===== src/rtl/core/jeoif_pkg.sv =====
package jeoif_pkg;

  // default width of the offset space that the reported end saturates to
  localparam int unsigned OFFSET_BITS_DEF = 32;

  // marker codes
  localparam logic [7:0] BYTE_FILL = 8'hFF;
  localparam logic [7:0] MRK_SOI   = 8'hD8;
  localparam logic [7:0] MRK_EOI   = 8'hD9;
  localparam logic [7:0] MRK_SOS   = 8'hDA;
  localparam logic [7:0] MRK_RST0  = 8'hD0;
  localparam logic [7:0] MRK_RST7  = 8'hD7;
  localparam logic [7:0] MRK_TEM   = 8'h01;
  localparam logic [7:0] BYTE_STUF = 8'h00;

  // result status codes
  typedef enum logic [1:0] {
    ST_END     = 2'd0,
    ST_NO_SOI  = 2'd1,
    ST_BAD_LEN = 2'd2,
    ST_NO_DATA = 2'd3
  } status_t;

  // parser modes
  typedef enum logic [3:0] {
    MODE_IDLE    = 4'd0,
    MODE_SOI2    = 4'd1,
    MODE_SEEK    = 4'd2,
    MODE_FILL    = 4'd3,
    MODE_LEN_HI  = 4'd4,
    MODE_LEN_LO  = 4'd5,
    MODE_SKIP    = 4'd6,
    MODE_SCAN    = 4'd7,
    MODE_SCAN_FF = 4'd8
  } mode_t;

endpackage


===== src/rtl/core/jpeg_end_of_image_finder_top.sv =====
// channel  | direction | tdata                  | tuser               | tlast
// in_      | slave     | [7:0] byte_value       | [0] start_of_image  | end_of_buffer
// out_     | master    | [31:0] end_offset      | [1:0] status        | -
// cfg_     | write     | [31:0] base_offset     | -                   | -
//
// one byte is taken every cycle while in_tready is high; the parser state and the running end offset
// are updated in the cycle the byte is accepted; the result is registered in the output register or skid entry
// a two-entry output buffer (output register plus skid) parts the two sides;
// in_tready drops only while both entries hold a result
// rst_n is synchronous, active low, and returns the parser to idle with no result
// base_offset must be written only while the parser is idle; the block does not enforce this
module jpeg_end_of_image_finder_top
  import jeoif_pkg::*;
#(
  parameter int unsigned OFFSET_BITS = OFFSET_BITS_DEF
) (
  input  logic        clk,
  input  logic        rst_n,
  // configuration
  input  logic        cfg_wr_en,
  input  logic [31:0] cfg_wr_data,   // base_offset
  // byte stream
  input  logic        in_tvalid,
  output logic        in_tready,
  input  logic [7:0]  in_tdata,      // [7:0] byte_value
  input  logic        in_tuser,      // [0] start_of_image
  input  logic        in_tlast,      // end_of_buffer
  // results
  output logic        out_tvalid,
  input  logic        out_tready,
  output logic [31:0] out_tdata,     // [31:0] end_offset
  output logic [1:0]  out_tuser      // [1:0] status
);

  // largest end offset that can be reported
  localparam logic [63:0] OFFSET_MASK = (64'd1 << (OFFSET_BITS % 64)) - 64'd1;
  localparam logic [31:0] OFFSET_MAX  = (OFFSET_BITS >= 32) ? 32'hFFFF_FFFF
                                                            : OFFSET_MASK[31:0];

  logic [31:0] base_r;
  mode_t       mode_r, mode_nxt;
  logic [31:0] end_r, end_nxt;        // saturated base plus byte count
  logic [15:0] skip_r, skip_nxt;
  logic [7:0]  len_hi_r, len_hi_nxt;
  logic        after_sos_r, after_sos_nxt;

  logic        out_valid_r;
  status_t     out_status_r;
  logic [31:0] out_offset_r;
  logic        skid_valid_r;
  status_t     skid_status_r;
  logic [31:0] skid_offset_r;

  logic        in_fire;
  logic        emit;
  status_t     res_status;
  logic [31:0] res_offset;

  logic [7:0]  b;
  logic        is_rst;
  logic        is_eoi;
  logic        is_standalone;
  logic [15:0] seg_len;
  logic [15:0] skip_dec;
  logic [32:0] first_sum;
  logic [31:0] end_inc;

  assign in_tready = !skid_valid_r;
  assign in_fire   = in_tvalid && in_tready;
  assign b         = in_tdata;

  // marker decode
  assign is_rst        = (b >= MRK_RST0) && (b <= MRK_RST7);
  assign is_eoi        = (b == MRK_EOI);
  assign is_standalone = (b == MRK_TEM) || is_rst;
  assign seg_len       = {len_hi_r, b};
  assign skip_dec      = (skip_r != 16'd0) ? (skip_r - 16'd1) : skip_r;

  // running end offset
  assign first_sum = {1'b0, base_r} + 33'd1;
  assign end_inc   = (end_r == OFFSET_MAX) ? end_r : (end_r + 32'd1);

  // parser next state and result
  always_comb begin
    mode_nxt      = mode_r;
    end_nxt       = end_r;
    skip_nxt      = skip_r;
    len_hi_nxt    = len_hi_r;
    after_sos_nxt = after_sos_r;
    emit          = 1'b0;
    res_status    = ST_END;

    if (in_tuser) begin
      end_nxt       = (first_sum > {1'b0, OFFSET_MAX}) ? OFFSET_MAX : first_sum[31:0];
      skip_nxt      = 16'd0;
      len_hi_nxt    = 8'd0;
      after_sos_nxt = 1'b0;
      if (b != BYTE_FILL || in_tlast) begin
        emit       = 1'b1;
        res_status = ST_NO_SOI;
      end else begin
        mode_nxt = MODE_SOI2;
      end
    end else if (mode_r != MODE_IDLE) begin
      end_nxt = end_inc;
      case (mode_r)
        MODE_SOI2: begin
          if (b != MRK_SOI) begin
            emit       = 1'b1;
            res_status = ST_NO_SOI;
          end else begin
            mode_nxt = MODE_SEEK;
          end
        end
        MODE_SEEK: begin
          if (b == BYTE_FILL) mode_nxt = MODE_FILL;
        end
        MODE_FILL, MODE_SCAN_FF: begin
          if (mode_r == MODE_SCAN_FF && (b == BYTE_STUF || is_rst)) begin
            mode_nxt = MODE_SCAN;
          end else if (b != BYTE_FILL) begin
            if (is_eoi) begin
              emit       = 1'b1;
              res_status = ST_END;
            end else if (is_standalone) begin
              mode_nxt = MODE_SEEK;
            end else begin
              after_sos_nxt = (b == MRK_SOS);
              mode_nxt      = MODE_LEN_HI;
            end
          end
        end
        MODE_LEN_HI: begin
          len_hi_nxt = b;
          mode_nxt   = MODE_LEN_LO;
        end
        MODE_LEN_LO: begin
          if (seg_len < 16'd2) begin
            emit       = 1'b1;
            res_status = ST_BAD_LEN;
          end else begin
            skip_nxt = seg_len - 16'd2;
            if (seg_len != 16'd2) mode_nxt = MODE_SKIP;
            else mode_nxt = after_sos_r ? MODE_SCAN : MODE_SEEK;
          end
        end
        MODE_SKIP: begin
          skip_nxt = skip_dec;
          if (skip_dec == 16'd0) mode_nxt = after_sos_r ? MODE_SCAN : MODE_SEEK;
        end
        MODE_SCAN: begin
          if (b == BYTE_FILL) mode_nxt = MODE_SCAN_FF;
        end
        default: begin
          mode_nxt = MODE_IDLE;
        end
      endcase
      // buffer ran out without an end marker
      if (!emit && in_tlast && mode_r inside {MODE_SOI2, MODE_SEEK, MODE_FILL,
          MODE_LEN_HI, MODE_LEN_LO, MODE_SKIP, MODE_SCAN, MODE_SCAN_FF}) begin
        emit       = 1'b1;
        res_status = ST_NO_DATA;
      end
    end

    if (emit) mode_nxt = MODE_IDLE;
    res_offset = (emit && res_status == ST_END) ? end_nxt : 32'd0;
  end

  // configuration register
  always_ff @(posedge clk) begin
    if (!rst_n) begin
      base_r <= 32'd0;
    end else if (cfg_wr_en) begin
      base_r <= cfg_wr_data;
    end
  end

  // parser state
  always_ff @(posedge clk) begin
    if (!rst_n) begin
      mode_r      <= MODE_IDLE;
      end_r       <= 32'd0;
      skip_r      <= 16'd0;
      len_hi_r    <= 8'd0;
      after_sos_r <= 1'b0;
    end else if (in_fire) begin
      mode_r      <= mode_nxt;
      end_r       <= end_nxt;
      skip_r      <= skip_nxt;
      len_hi_r    <= len_hi_nxt;
      after_sos_r <= after_sos_nxt;
    end
  end

  // output register and skid entry
  always_ff @(posedge clk) begin
    if (!rst_n) begin
      out_valid_r  <= 1'b0;
      skid_valid_r <= 1'b0;
    end else if (!out_valid_r || out_tready) begin
      if (skid_valid_r) begin
        out_valid_r  <= 1'b1;
        skid_valid_r <= 1'b0;
      end else begin
        out_valid_r <= in_fire && emit;
      end
    end else if (in_fire && emit) begin
      skid_valid_r <= 1'b1;
    end
  end

  // result payload
  always_ff @(posedge clk) begin
    if (!out_valid_r || out_tready) begin
      if (skid_valid_r) begin
        out_status_r <= skid_status_r;
        out_offset_r <= skid_offset_r;
      end else begin
        out_status_r <= res_status;
        out_offset_r <= res_offset;
      end
    end else if (in_fire && emit) begin
      skid_status_r <= res_status;
      skid_offset_r <= res_offset;
    end
  end

  assign out_tvalid = out_valid_r;
  assign out_tdata  = out_offset_r;
  assign out_tuser  = out_status_r;

endmodule


===== config.mk =====
export PLATFORM = sky130hd
export DESIGN_NAME = jpeg_end_of_image_finder_top
export DESIGN_NICKNAME = d
export VERILOG_FILES = /design/src/rtl/core/jeoif_pkg.sv /design/src/rtl/core/jpeg_end_of_image_finder_top.sv
export SDC_FILE = /design/constraint.sdc
export NUM_CORES = 1
export LEC_CHECK = 0
export ABC_AREA = 1
export BUFFER_PORTS_ARGS = -buffer_cell sky130_fd_sc_hd__buf_2
export CAP_MARGIN = 20
export CORE_MARGIN = 2
export CORE_UTILIZATION = 35
export CTS_BUF_LIST = sky130_fd_sc_hd__clkbuf_4 sky130_fd_sc_hd__clkbuf_8
export DETAILED_ROUTE_END_ITERATION = 10
export SYNTH_ARGS = -nofsm -noshare
export SYNTH_HDL_FRONTEND = slang
export SYNTH_SLANG_ARGS = --single-unit

===== constraint.sdc =====
create_clock -name clk -period 3.9 [get_ports clk]
set_input_delay 0.195 -clock clk [delete_from_list [all_inputs] [get_ports clk]]
set_output_delay 0.195 -clock clk [all_outputs]
set_load 0.05 [all_outputs]

**Word-level counts from Yosys, hierarchy flattened**

Index checks and enable logic that the tools add are counted.
Widths: inputs -> output; s select.

- Memories: 0
- Bits of input ports: 47
- ROM bits: 0
- Memory bits (writable): 0
- Flip-flop bits (word level): 163
- Latch bits: 0
- Logic and storage cells: 141

- Bitwise operators: 2
- Div/mod/pow operators: 0
- Multiply operators: 0
- Muxes and demuxes: 58
- Reduce and logical (&&, ||, !) cells: 33
- Shift operators: 0
- Eq/ne operators: 28
- Add/sub/neg operators: 4
- $lt $le $gt $ge: 4

Operators by type and width:

| cell | number |
|---|---|
| $mux 32 | 6 |
| $mux 16 | 4 |
| $mux 4 | 12 |
| $add 32x1->33 const B | 1 |
| $gt 33x32->1 const B | 1 |
| $add 32x1->32 const B | 1 |
| $eq 32x32->1 const B | 1 |
| $pmux 16 s2 | 1 |
| $pmux 4 s7 | 1 |
| $eq 8x8->1 const B | 3 |
| $mux 8 | 3 |
| $mux 1 | 21 |
| $ne 4x4->1 const B | 5 |
| $eq 4x3->1 const B | 4 |
| $logic_not 16->1 | 1 |
| $lt 16x2->1 const B | 1 |
| $ne 16x2->1 const B | 1 |
| $ne 8x8->1 const B | 2 |
| $reduce_bool 16->1 | 1 |
| $sub 16x1->16 const B | 1 |
| $sub 16x2->16 const B | 1 |
| $mux 2 | 5 |
| $ne 5x5->1 const B | 2 |
| $reduce_and 10->1 | 1 |
| other kinds (26) | 49 |

**Longest topological paths before layout**

Gate-level depths: netlist of the first run.

- Depth in word-level cells: 18
- Gate-level depth with buffers: 18
- Mapped depth without buffers: 18

**Worst setup path before layout of the first run**

Ideal clock, no wire load.

- Kind: reg-to-reg
- Start: reg out_valid_r (netlist: out_tvalid)
- End: reg skid_offset_r[0] (enable)
- Setup time: 0.425 ns
- Arrival time: 3.106 ns
- Stages on the path, launching flop included: 3
- Setup slack: 0.369 ns
- Required time: 3.475 ns
- Cells stage by stage: dfxtp_1 -> nand2_1 -> nor2_1

- Cells in the longest elaborated chain, start to end: 4

RTL lines:

| item | line | RTL |
|---|---|---|
| from (decl) | jpeg_end_of_image_finder_top.sv:47 | `logic out_valid_r;` |
| from (signal assigned) | jpeg_end_of_image_finder_top.sv:206 | `out_valid_r <= in_fire && emit;` |
| $logic_not 1->1 | jpeg_end_of_image_finder_top.sv:215 | `if (!out_valid_r \|\| out_tready) begin` |
| $logic_or 1x1->1 | jpeg_end_of_image_finder_top.sv:215 |  |
| $not 1->1 (no source line) | -- |  |
| $reduce_and 2->1 (no source line) | -- |  |
| to (signal assigned) | jpeg_end_of_image_finder_top.sv:225 | `skid_offset_r <= res_offset;` |
| to (decl) | jpeg_end_of_image_finder_top.sv:52 | `logic [31:0] skid_offset_r;` |

Every way passes these cells.
A chain may end at the register's enable or synchronous reset.

**Final worst setup path of the first run**

- Start: reg base_r[0]
- End: reg skid_offset_r[20] (data pin)

- Cells in the longest elaborated chain, start to end: 5

RTL lines:

| item | line | RTL |
|---|---|---|
| from (decl) | jpeg_end_of_image_finder_top.sv:40 | `logic [31:0] base_r;` |
| from (signal assigned) | jpeg_end_of_image_finder_top.sv:175 | `base_r <= cfg_wr_data;` |
| $add 32x1->33 (*) | jpeg_end_of_image_finder_top.sv:80 | `assign first_sum = {1'b0, base_r} + 33'd1;` |
| $gt 33x32->1 | jpeg_end_of_image_finder_top.sv:94 | `end_nxt = (first_sum > {1'b0, OFFSET_MAX}) ? OFFSET_MAX : first_sum[31:0];` |
| $mux 32 (*) | jpeg_end_of_image_finder_top.sv:94 |  |
| $mux 32 (*) | jpeg_end_of_image_finder_top.sv:93 | `if (in_tuser) begin` |
| $mux 32 (*) | jpeg_end_of_image_finder_top.sv:167 | `res_offset = (emit && res_status == ST_END) ? end_nxt : 32'd0;` |
| via res_offset[20] | jpeg_end_of_image_finder_top.sv:57 | `logic [31:0] res_offset;` |

Mark *: on every way through the listed nets, which the timed path passes. The rest lies on a longest branch.

==> flow_metrics.py, run 1 <==
metrics = {
    "clock_tree": {
        "post_cts_buffers": 0,
        "cts_max_path_buffers": 2,
        "cts_sinks": 163,
        "clockRootBuffer": "clkbuf_8",
        "cts.repair.resized": 0,
        "tritoncts": "yes",
        "numCtsBuffers": 17,
        "clock_latency_ps": 460,
        "hold_buffers": 12,
        "clkTransAtPathRegs_ps": 110,
        "h-tree-depth": 4,
    },
    "sta": {
        "setup_viol": 0,
        "fin_crit_sh_pct": 81.8,
        "hold_viol": 0,
        "min_period_ps": 3190,
        "worst_slack_ps": 711,
        "slew_headroom_pct": 34.5,
        "finClkSkew_ps": 27.0,
        "fmax_ghz": 0.314,
        "rsz0062_at_grt": "no",
        "slew_viol_final": 0,
        "worstMarginPinSlew_ps": 976,
        "finalSetupTns_ps": 0,
    },
    "worst_setup_path": {
        "crit_fanout": 22,
        "cp-start-kind": "register",
        "crit_required_ps": 4100,
        "critical_path_class": "reg2reg",
        "reg2reg_depth": 17,
        "arrival_ps": 3390,
        "cp-end-kind": "register",
    },
    "global_routing": {
        "grt_pass1_wl_um": 49800,
        "grt_start_max_net_pins": 70,
        "use_met1_pct": 29.6,
        "top_usage_layer": "met2",
        "grt_usage_pct": 20.3,
        "antenna_found_initial": 0,
        "use_met2_pct": 31.7,
        "grt_pass1_vias": 9291,
        "grt_overflow": 0,
        "met3_usage_pct": 3.15,
    },
    "yosys": {
        "netlist_top_cells_area": "edfxtp_1 20%, dfxtp_1 19%, nand2_1 13%",
        "syn_nets": 1494,
        "ys_seq_area_share_pct": 38.7,
        "synth_edf_count": 68,
        "synth_area_um2": 10200,
        "yosysWarningCount": 0,
        "syn_avg_cell_area_um2": 7.07,
        "synth.largest_area_cell": "edfxtp_1",
        "synth_top_cell_area_share_pct": 20.1,
        "synth.distinct_cells": 46,
        "synthFlopType": "dfxtp_1",
        "async_reset_ff_share_pct": 0,
        "ys_ff_latch": 163,
        "synthCells": 1440,
    },
    "layout": {
        "n_fill_cell": 3052,
        "fin_nets": 1562,
        "final_layout_size_suffix_gt1_share_pct": 14.1,
        "layout_common_cells": "354 x nand2_1, 210 x nor2_1, 125 x inv_1",
        "multi_input_area_um2": 5480,
        "syn2layout_area_growth_pct": 12.1,
        "final_common_cell": "nand2_1",
        "regArea_um2": 3940,
        "antennaDiodeCount": 0,
        "final_area_um2": 11400,
    },
    "min_path": {
        "min_path_type": "in2reg",
        "min_path_cells": 3,
    },
    "route": {
        "drt_wl_total_um": 30800,
        "remaining_drc_errors": 0,
        "drtIter0Drc": 937,
        "dr.pass1.iters": 8,
        "num_vias": 9970,
        "wl_per_cell_um": 16.2,
        "vias_per_cell": 5.23,
        "detail-route-antenna-nets": 0,
    },
    "die": {
        "rows": 62,
        "io_pins": 83,
        "dieWidth_um": 175,
        "start_util_pct": 35.5,
        "die_y_um": 175,
        "core-area_um2": 28700,
        "die_area_um2": 30500,
    },
    "power": {
        "power.density_nw_per_um2": 349,
        "ir_worst_vdd_mv": 0.236,
        "power.leakage_nw": 4.69,
    },
    "place": {
        "portBuffers": 82,
        "place_ws_ps": 758,
        "post-dp-hpwl_um": 21900,
        "placed_area_um2": 10900,
        "gp_routability_congestion": 0.885,
    },
    "run": {
        "drv_cap": 0,
    },
    "run_status": {
        "status": "complete, no violations",
    },
}
## stage by stage
| stage | utilization (%) | instances | total power, mW | hold WS [ps] |
|---|---|---|---|---|
| after floorplan | - | 1440 | 2.55 | 330 |
| after global placement | 38.0 | 1860 | 2.77 | 419 |
| after detailed placement | 38.0 | 1860 | 2.78 | 423 |
| after CTS | 39.7 | 1904 | 4.00 | 1.06 |
| after global routing | 39.8 | 1905 | 4.17 | 20.5 |
| final | 39.8 | 1905 | 3.98 | 14.4 |
## worst paths after layout
check	from	endpoint	slack [ps]
max	base_r[0]$_SDFFE_PN0P_	skid_offset_r[20]$_DFFE_PP_	710
min	cfg_wr_data[17]	base_r[17]$_SDFFE_PN0P_	10
max reg2reg	base_r[0]$_SDFFE_PN0P_	skid_offset_r[20]$_DFFE_PP_	710
min reg2reg	skip_r[15]$_SDFFE_PN0P_	skip_r[15]$_SDFFE_PN0P_	490
## layout make-up
class,instances,share of cell area [%]
Multi-Input combinational cell,1085,48.0
Sequential cell,163,34.6
Timing Repair Buffer,108,5.55
Inverter,133,4.37
Tap cell,384,4.21
Clock buffer,17,2.05
Clock inverter,15,1.26
## logic make-up (layout without fill, tap and decap cells)
group	count (synthesis)	count (layout)	synth area share, %
AO/OA/AOI/OAI	251	251	14.1
flip-flops	163	163	38.7
AND/OR/NAND/NOR	804	804	36.8
adder cells (fa/ha/maj)	7	7	0.860
buffers and inverters	192	273	7.52
XOR/XNOR	23	23	1.98
## layer usage
metal	up-vias	routed length, um
met5	-	0
met4	0	457
met1	4605	15000
li1	4999	-
met3	36	2000
met2	330	13400
## worst max-delay path: stages (launching register included)
cell and delay [ps]:
dfxtp_1 470, ha_1 340, inv_2 80, nor2_4 200, nand2_4 110, nor2_8 160
nand3_1 80, nor2_1 120, nand2_1 90, nand2_1 60, nand2_1 80, nand2_1 90
nor2_1 60, nand3_2 210, buf_4 430, nand4_2 160, nand2_1 150, nor2_1 50
## Yosys cell counts, drive strengths merged, types with 2 or more instances
cell	n
inv	131
ha	7
o21ai	124
o22ai	2
xnor2	4
dfxtp	95
edfxtp	68
a21oi	101
nand3	87
xor2	19
or2	2
a32oi	5
buf	24
o211ai	4
nand3b	7
nand2	360
o21bai	5
a22oi	3
clkinv	2
nor3	23
nor2	219
clkbuf	35
a211oi	4
nand4	96
nor4	6
## flip-flops by register name, summed over array words and instances, names as in the netlist
register,flops
skid_valid_r,1
after_sos_r,1
skid_offset_r,32
skip_r,16
out_tdata,32
out_tuser,2
base_r,32
skid_status_r,2
mode_r,4
len_hi_r,8
end_r,32
out_tvalid,1
## report_power, final
| group | switching [mW] | leakage, nW | total, mW | internal, mW |
|---|---|---|---|---|
| Clock | 0.759 | 0.183 | 1.23 | 0.470 |
| Combinational | 0.562 | 2.99 | 0.785 | 0.223 |
| Sequential | 0.0943 | 1.51 | 1.97 | 1.88 |
No activity file was read; power rests on OpenSTA's default activity.
==> run 2: changes to the inputs <==
==> constraint.sdc (replaced) <==
create_clock -name clk -period 3 [get_ports clk]
set_input_delay 0.15 -clock clk [delete_from_list [all_inputs] [get_ports clk]]
set_output_delay 0.15 -clock clk [all_outputs]
set_load 0.05 [all_outputs]
==> run 2 against run 1 <==
Effect of this change: combinational power rose by 35%; die area did not move; power up 33%; sequential cell count did not move; core utilization increased by 1.4 points; sequential share of layout area down 1.2 points; maximum frequency rose by 18%; clock power up 37%; register-to-register slack lost 420 ps; highest routed layer unchanged.
==> flow_metrics.py, run 2 (synthesis gave the netlist of run 1 again) <==
metrics = {
    "clock_tree": {
        "clkTransAtPathRegs_ps": 110,
        "post_cts_buffers": 0,
        "clockRootBuffer": "clkbuf_8",
        "cts_sinks": 163,
        "numCtsBuffers": 17,
        "h-tree-depth": 4,
        "tritoncts": "yes",
        "clock_latency_ps": 480,
        "cts_max_path_buffers": 2,
    },
    "worst_setup_path": {
        "crit_end": "skid_offset_r[4]$_DFFE_PP_",
        "crit_fanout": 9,
        "cp_cell_sequence": "nand2_1, nor2_1, nand2_1, nor3b_1, nand2_1, xor2_1, inv_1, nand2_1, nor2_1, nand3_2, buf_4, nand4_2, nand2_1, nor2_1",
        "cpPeakStageDelay_ps": 470,
        "startpoint": "base_r[14]$_SDFFE_PN0P_",
        "crit_slowest_cell": "dfxtp_1",
        "arrival_ps": 2940,
        "timing.rr.end": "skid_offset_r[4]$_DFFE_PP_",
        "reg2reg_depth": 14,
        "cp-start-kind": "register",
        "r2r-start": "base_r[14]$_SDFFE_PN0P_",
        "critical_path_class": "reg2reg",
        "crit_top_cell": "nand2_1",
        "crit_required_ps": 3230,
        "rrSetupSlack_ps": 290,
        "cp-end-kind": "register",
    },
    "layout": {
        "layout_common_cells": "353 x nand2_1, 209 x nor2_1, 125 x inv_1",
        "final_common_cell": "nand2_1",
        "antennaDiodeCount": 0,
        "n_fill_cell": 3040,
        "final_core_util_pct": 41.2,
        "syn2layout_area_growth_pct": 16.1,
        "final_layout_size_suffix_gt1_share_pct": 14.6,
        "final_cells": 1939,
        "fin_nets": 1596,
    },
    "sta": {
        "finClkSkew_ps": 17.3,
        "setup_viol": 0,
        "fmax_ghz": 0.369,
        "fin_crit_sh_pct": 90.4,
        "worstMarginPinSlew_ps": 809,
        "slew_viol_final": 0,
        "min_period_ps": 2710,
        "rsz0062_at_grt": "no",
        "hold_viol": 0,
        "slew_headroom_pct": 46.1,
        "finalSetupTns_ps": 0,
    },
    "power": {
        "ir_worst_vdd_mv": 0.220,
        "power.leakage_nw": 4.87,
        "power.density_nw_per_um2": 449,
    },
    "route": {
        "wl_per_cell_um": 15.4,
        "num_vias": 9957,
        "remaining_drc_errors": 0,
        "detail-route-antenna-nets": 0,
        "drtIter0Drc": 799,
        "dr.pass1.iters": 6,
        "drt_wl_total_um": 29900,
        "vias_per_cell": 5.14,
    },
    "die": {
        "die_y_um": 175,
        "io_pins": 83,
        "rows": 62,
        "die_area_um2": 30500,
        "core-area_um2": 28700,
        "dieWidth_um": 175,
        "start_util_pct": 35.5,
    },
    "place": {
        "portBuffers": 82,
        "dp.cells": 1870,
        "gp_routability_congestion": 0.910,
        "post-dp-hpwl_um": 21800,
    },
    "global_routing": {
        "grt_pass1_vias": 9161,
        "antenna_found_initial": 0,
        "grt_start_max_net_pins": 64,
        "grt_overflow": 0,
        "grt_usage_pct": 19.8,
        "grt_pass1_wl_um": 48700,
    },
    "min_path": {
        "min_path_type": "in2reg",
    },
    "run_status": {
        "status": "complete, no violations",
    },
    "run": {
        "drv_cap": 0,
    },
}
## run 2: cell types whose count changed in the layout (fill, tap and decap cells not counted), moves of 2 or more
cell,delta
dlygate4sd3_1,+25
buf_4,+6
inv_8,+5
buf_12,+4
clkinvlp_4,-3
inv_6,-2
## run 2: report_power, final
group          switching, mW  internal (mW)  leakage [nW]  total (mW)
Sequential             0.119           2.44          1.51        2.56
Combinational          0.736          0.327          3.16        1.06
Clock                   1.04          0.646         0.207        1.69
Total                   1.89           3.41          4.87        5.30
## run 2: worst min path at each step
stage / start / to / slack (ps) / cells past startpoint
after floorplan: cfg_wr_data[1] / base_r[1]$_SDFFE_PN0P_ / 280 / 2
after global placement: cfg_wr_data[14] / base_r[14]$_SDFFE_PN0P_ / 370 / 3
after detailed placement: cfg_wr_data[11] / base_r[11]$_SDFFE_PN0P_ / 380 / 3
after CTS: cfg_wr_data[4] / base_r[4]$_SDFFE_PN0P_ / 30 / 3
after global routing: cfg_wr_data[4] / base_r[4]$_SDFFE_PN0P_ / 60 / 3
final: in_tdata[3] / len_hi_r[3]$_SDFFE_PN0P_ / 70 / 3
## run 2: per-stage QoR
stage	hold WS (ps)	instance area, um2	power (mW)	worst slack, ps
after floorplan	285	10200	3.31	20.5
after global placement	373	11000	3.61	251
after detailed placement	375	11000	3.62	248
after CTS	33.4	11800	5.34	248
after global routing	57.5	11800	5.57	42.1
final	65.7	11800	5.30	288
## run 2: critical path: cells and delay by family (launching register included)
family,cells,cell delay (ps)
xor+xnor,1,290
buf+inv,2,280
flops,1,470
simple gates,11,1430
## run 2: what timing repair did
action | in CTS | in global routing
endpoints found under the setup margin | 0 | 16
gates resized for setup | 0 | 4
hold buffers | 37 | 0
hold endpoints to repair | 37 | 0
## run 2: cell type report
class	instances	area [um2]	area share, %
clock inverters	15	171	1.45
inverters	133	499	4.22
well taps	384	480	4.06
flip-flops and latches	163	3940	33.4
repair buffers	142	1000	8.49
clock buffers	17	234	1.98
multi-input cells	1085	5490	46.4
## run 2: per-layer routing
layer | wire length, um | GRT usage, %
met5 | 0 | 0
met4 | 574 | 5.38
met3 | 1800 | 3.11
met2 | 12800 | 30.1
met1 | 14800 | 29.1
==> run 3: changes to the inputs <==
--- a/config.mk
+++ b/config.mk
@@ -8,10 +8,14 @@
 export ABC_AREA = 1
 export BUFFER_PORTS_ARGS = -buffer_cell sky130_fd_sc_hd__buf_2
 export CAP_MARGIN = 20
+export CELL_PAD_IN_SITES_DETAIL_PLACEMENT = 0
+export CELL_PAD_IN_SITES_GLOBAL_PLACEMENT = 1
 export CORE_MARGIN = 2
 export CORE_UTILIZATION = 35
 export CTS_BUF_LIST = sky130_fd_sc_hd__clkbuf_4 sky130_fd_sc_hd__clkbuf_8
 export DETAILED_ROUTE_END_ITERATION = 10
+export PLACE_DENSITY_LB_ADDON = 0.1
+export SETUP_SLACK_MARGIN = 0.2
 export SYNTH_ARGS = -nofsm -noshare
 export SYNTH_HDL_FRONTEND = slang
 export SYNTH_SLANG_ARGS = --single-unit
==> constraint.sdc (replaced) <==
create_clock -name clk -period 3.28 [get_ports clk]
set_input_delay 0.164 -clock clk [delete_from_list [all_inputs] [get_ports clk]]
set_output_delay 0.164 -clock clk [all_outputs]
set_load 0.05 [all_outputs]
==> run 3 against run 2 <==
Effect of this change: clock power is 4% higher; register-to-register slack gained 200 ps; global-route usage up 1.8 points; count of clock-buffer cells in the layout up 1; non-clock buffer count fell by 4; worst setup slack improved by 200 ps; critical endpoint is now skid_offset_r[7]$_DFFE_PP_; highest routed layer unchanged.
==> flow_metrics.py, run 3 (synthesis gave the netlist of run 1 again) <==
metrics = {
    "sta": {
        "worstMarginPinSlew_ps": 838,
        "slew_viol_final": 0,
        "fmax_ghz": 0.358,
        "min_period_ps": 2790,
        "fin_crit_sh_pct": 85.2,
        "worst_slack_ps": 486,
        "hold_viol": 0,
        "finalSetupTns_ps": 0,
        "finClkSkew_ps": 28.8,
        "slew_headroom_pct": 43.8,
        "setup_viol": 0,
        "rsz0062_at_grt": "no",
    },
    "route": {
        "num_vias": 9779,
        "wl_per_cell_um": 17.0,
        "drt_wl_total_um": 32900,
        "drtIter0Drc": 792,
        "remaining_drc_errors": 0,
        "dr.pass1.iters": 5,
        "detail-route-antenna-nets": 0,
        "vias_per_cell": 5.05,
    },
    "global_routing": {
        "grt_usage_pct": 21.6,
        "grt_pass1_vias": 9235,
        "grt_start_max_net_pins": 70,
        "use_met2_pct": 33.3,
        "use_met1_pct": 32.1,
        "top_usage_layer": "met2",
        "met3_usage_pct": 2.97,
        "grt_pass1_wl_um": 52000,
        "grt_overflow": 0,
        "antenna_found_initial": 0,
    },
    "clock_tree": {
        "cts_sinks": 163,
        "post_cts_buffers": 0,
        "cts_max_path_buffers": 2,
        "clkTransAtPathRegs_ps": 110,
        "h-tree-depth": 4,
        "tritoncts": "yes",
        "numCtsBuffers": 17,
        "clockRootBuffer": "clkbuf_8",
        "clock_latency_ps": 480,
    },
    "worst_setup_path": {
        "r2r-start": "base_r[14]$_SDFFE_PN0P_",
        "cp_num_buf_inv": 2,
        "startpoint": "base_r[14]$_SDFFE_PN0P_",
        "cp-end-kind": "register",
        "cp_cell_sequence": "nand2_1, nor2_1, nand2_1, nor3b_1, nand2_1, xor2_1, inv_1, nand2_1, nor2_1, nand3_4, buf_12, nand4_2, nand2_1, nor2_1",
        "arrival_ps": 3030,
        "crit_slowest_cell": "dfxtp_1",
        "cp-start-kind": "register",
        "reg2reg_depth": 14,
        "crit_top_cell": "nand2_1",
        "crit_fanout": 13,
        "critical_path_class": "reg2reg",
        "crit_family": "simple AND/OR/NAND/NOR gates",
        "crit_required_ps": 3510,
        "worst-path-stages": 14,
        "crit_end": "skid_offset_r[7]$_DFFE_PP_",
        "timing.rr.end": "skid_offset_r[7]$_DFFE_PP_",
        "cpPeakStageDelay_ps": 450,
        "rrSetupSlack_ps": 490,
    },
    "die": {
        "rows": 62,
        "core-area_um2": 28700,
        "die_area_um2": 30500,
        "dieWidth_um": 175,
        "start_util_pct": 35.5,
        "die_y_um": 175,
        "io_pins": 83,
    },
    "power": {
        "power.leakage_nw": 4.89,
        "p_sw_share_pct": 33.3,
        "power.density_nw_per_um2": 430,
        "switching_power_mw": 1.69,
        "combPwrFrac_pct": 19.4,
        "pwr-share-clk_pct": 34.7,
        "p_seq_share_pct": 46.0,
        "internal_power_mw": 3.40,
        "ir_worst_vdd_mv": 0.259,
    },
    "place": {
        "gp_routability_congestion": 0.874,
        "post-dp-hpwl_um": 24300,
        "place_ws_ps": 279,
        "portBuffers": 82,
    },
    "layout": {
        "final_core_util_pct": 41.3,
        "final_common_cell": "nand2_1",
        "final_layout_size_suffix_gt1_share_pct": 15.1,
        "antennaDiodeCount": 0,
        "syn2layout_area_growth_pct": 16.3,
        "layout_common_cells": "352 x nand2_1, 209 x nor2_1, 125 x inv_1",
        "n_fill_cell": 3082,
        "fin_nets": 1592,
    },
    "run_status": {
        "status": "complete, no violations",
    },
    "min_path": {
        "min_path_type": "in2reg",
    },
    "run": {
        "drv_cap": 0,
    },
}
## run 3: metal layers
layer	routed length (um)	vias to the layer above	share of wire (%)
met5	0	-	0
met4	545	0	1.7
met3	1230	27	3.7
met2	14300	226	43
met1	16800	4471	51
li1	-	5055	-
## run 3: through the flow
| stage | std cells | instance area (um2) | total power [mW] | hold slack, ps |
|---|---|---|---|---|
| after floorplan | 1440 | 10200 | 3.03 | 299 |
| after global placement | 1874 | 11100 | 3.34 | 387 |
| after detailed placement | 1874 | 11100 | 3.34 | 392 |
| after CTS | 1934 | 11800 | 5.13 | 3.36 |
| after global routing | 1935 | 11800 | 5.32 | 3.63 |
| final | 1935 | 11800 | 5.09 | 23.3 |
## run 3: area by class of cell
cell class                 instances  area (um2)  share of cell area [%]
multi-input combinational       1085        5510                    46.5
tap                              384         480                    4.06
inverter                         133         499                    4.22
sequential                       163        3950                    33.3
timing repair buffer             138         956                    8.07
clock inverter                    14         214                    1.81
clock buffer                      18         241                    2.04
## run 3: how the worst min path moves through the flow
stage,depth (start not counted),end,startpoint
2_1_floorplan,2,base_r[1]$_SDFFE_PN0P_,cfg_wr_data[1]
3_3_place_gp,3,base_r[11]$_SDFFE_PN0P_,cfg_wr_data[11]
3_5_place_dp,3,base_r[27]$_SDFFE_PN0P_,cfg_wr_data[27]
4_1_cts,3,base_r[8]$_SDFFE_PN0P_,cfg_wr_data[8]
5_1_grt,3,base_r[22]$_SDFFE_PN0P_,cfg_wr_data[22]
6_report,3,base_r[22]$_SDFFE_PN0P_,cfg_wr_data[22]
## run 3: repair_timing
item	in CTS	in global routing
hold buffers	28	0
gates resized for setup	0	8
endpoints found under the setup margin	0	94
endpoints found under the hold margin	28	0
## run 3: worst reg2reg max path, stage by stage (launching register included)
cell and delay [ps]:
dfxtp_1 450, nand2_1 120, nor2_1 310, nand2_1 130, nor3b_1 200, nand2_1 90, xor2_1 300, inv_1 70
nand2_1 80, nor2_1 80, nand3_4 140, buf_12 190, nand4_2 180, nand2_1 180, nor2_1 50
## run 3: power groups by stage
stage                     logic [mW]  registers, mW  clock network (mW)
after floorplan                0.535           2.49                   0
after global placement         0.958           2.38                   0
after detailed placement       0.957           2.38                   0
after CTS                      0.985           2.34                1.81
after global routing            1.09           2.36                1.88
final                          0.986           2.34                1.76
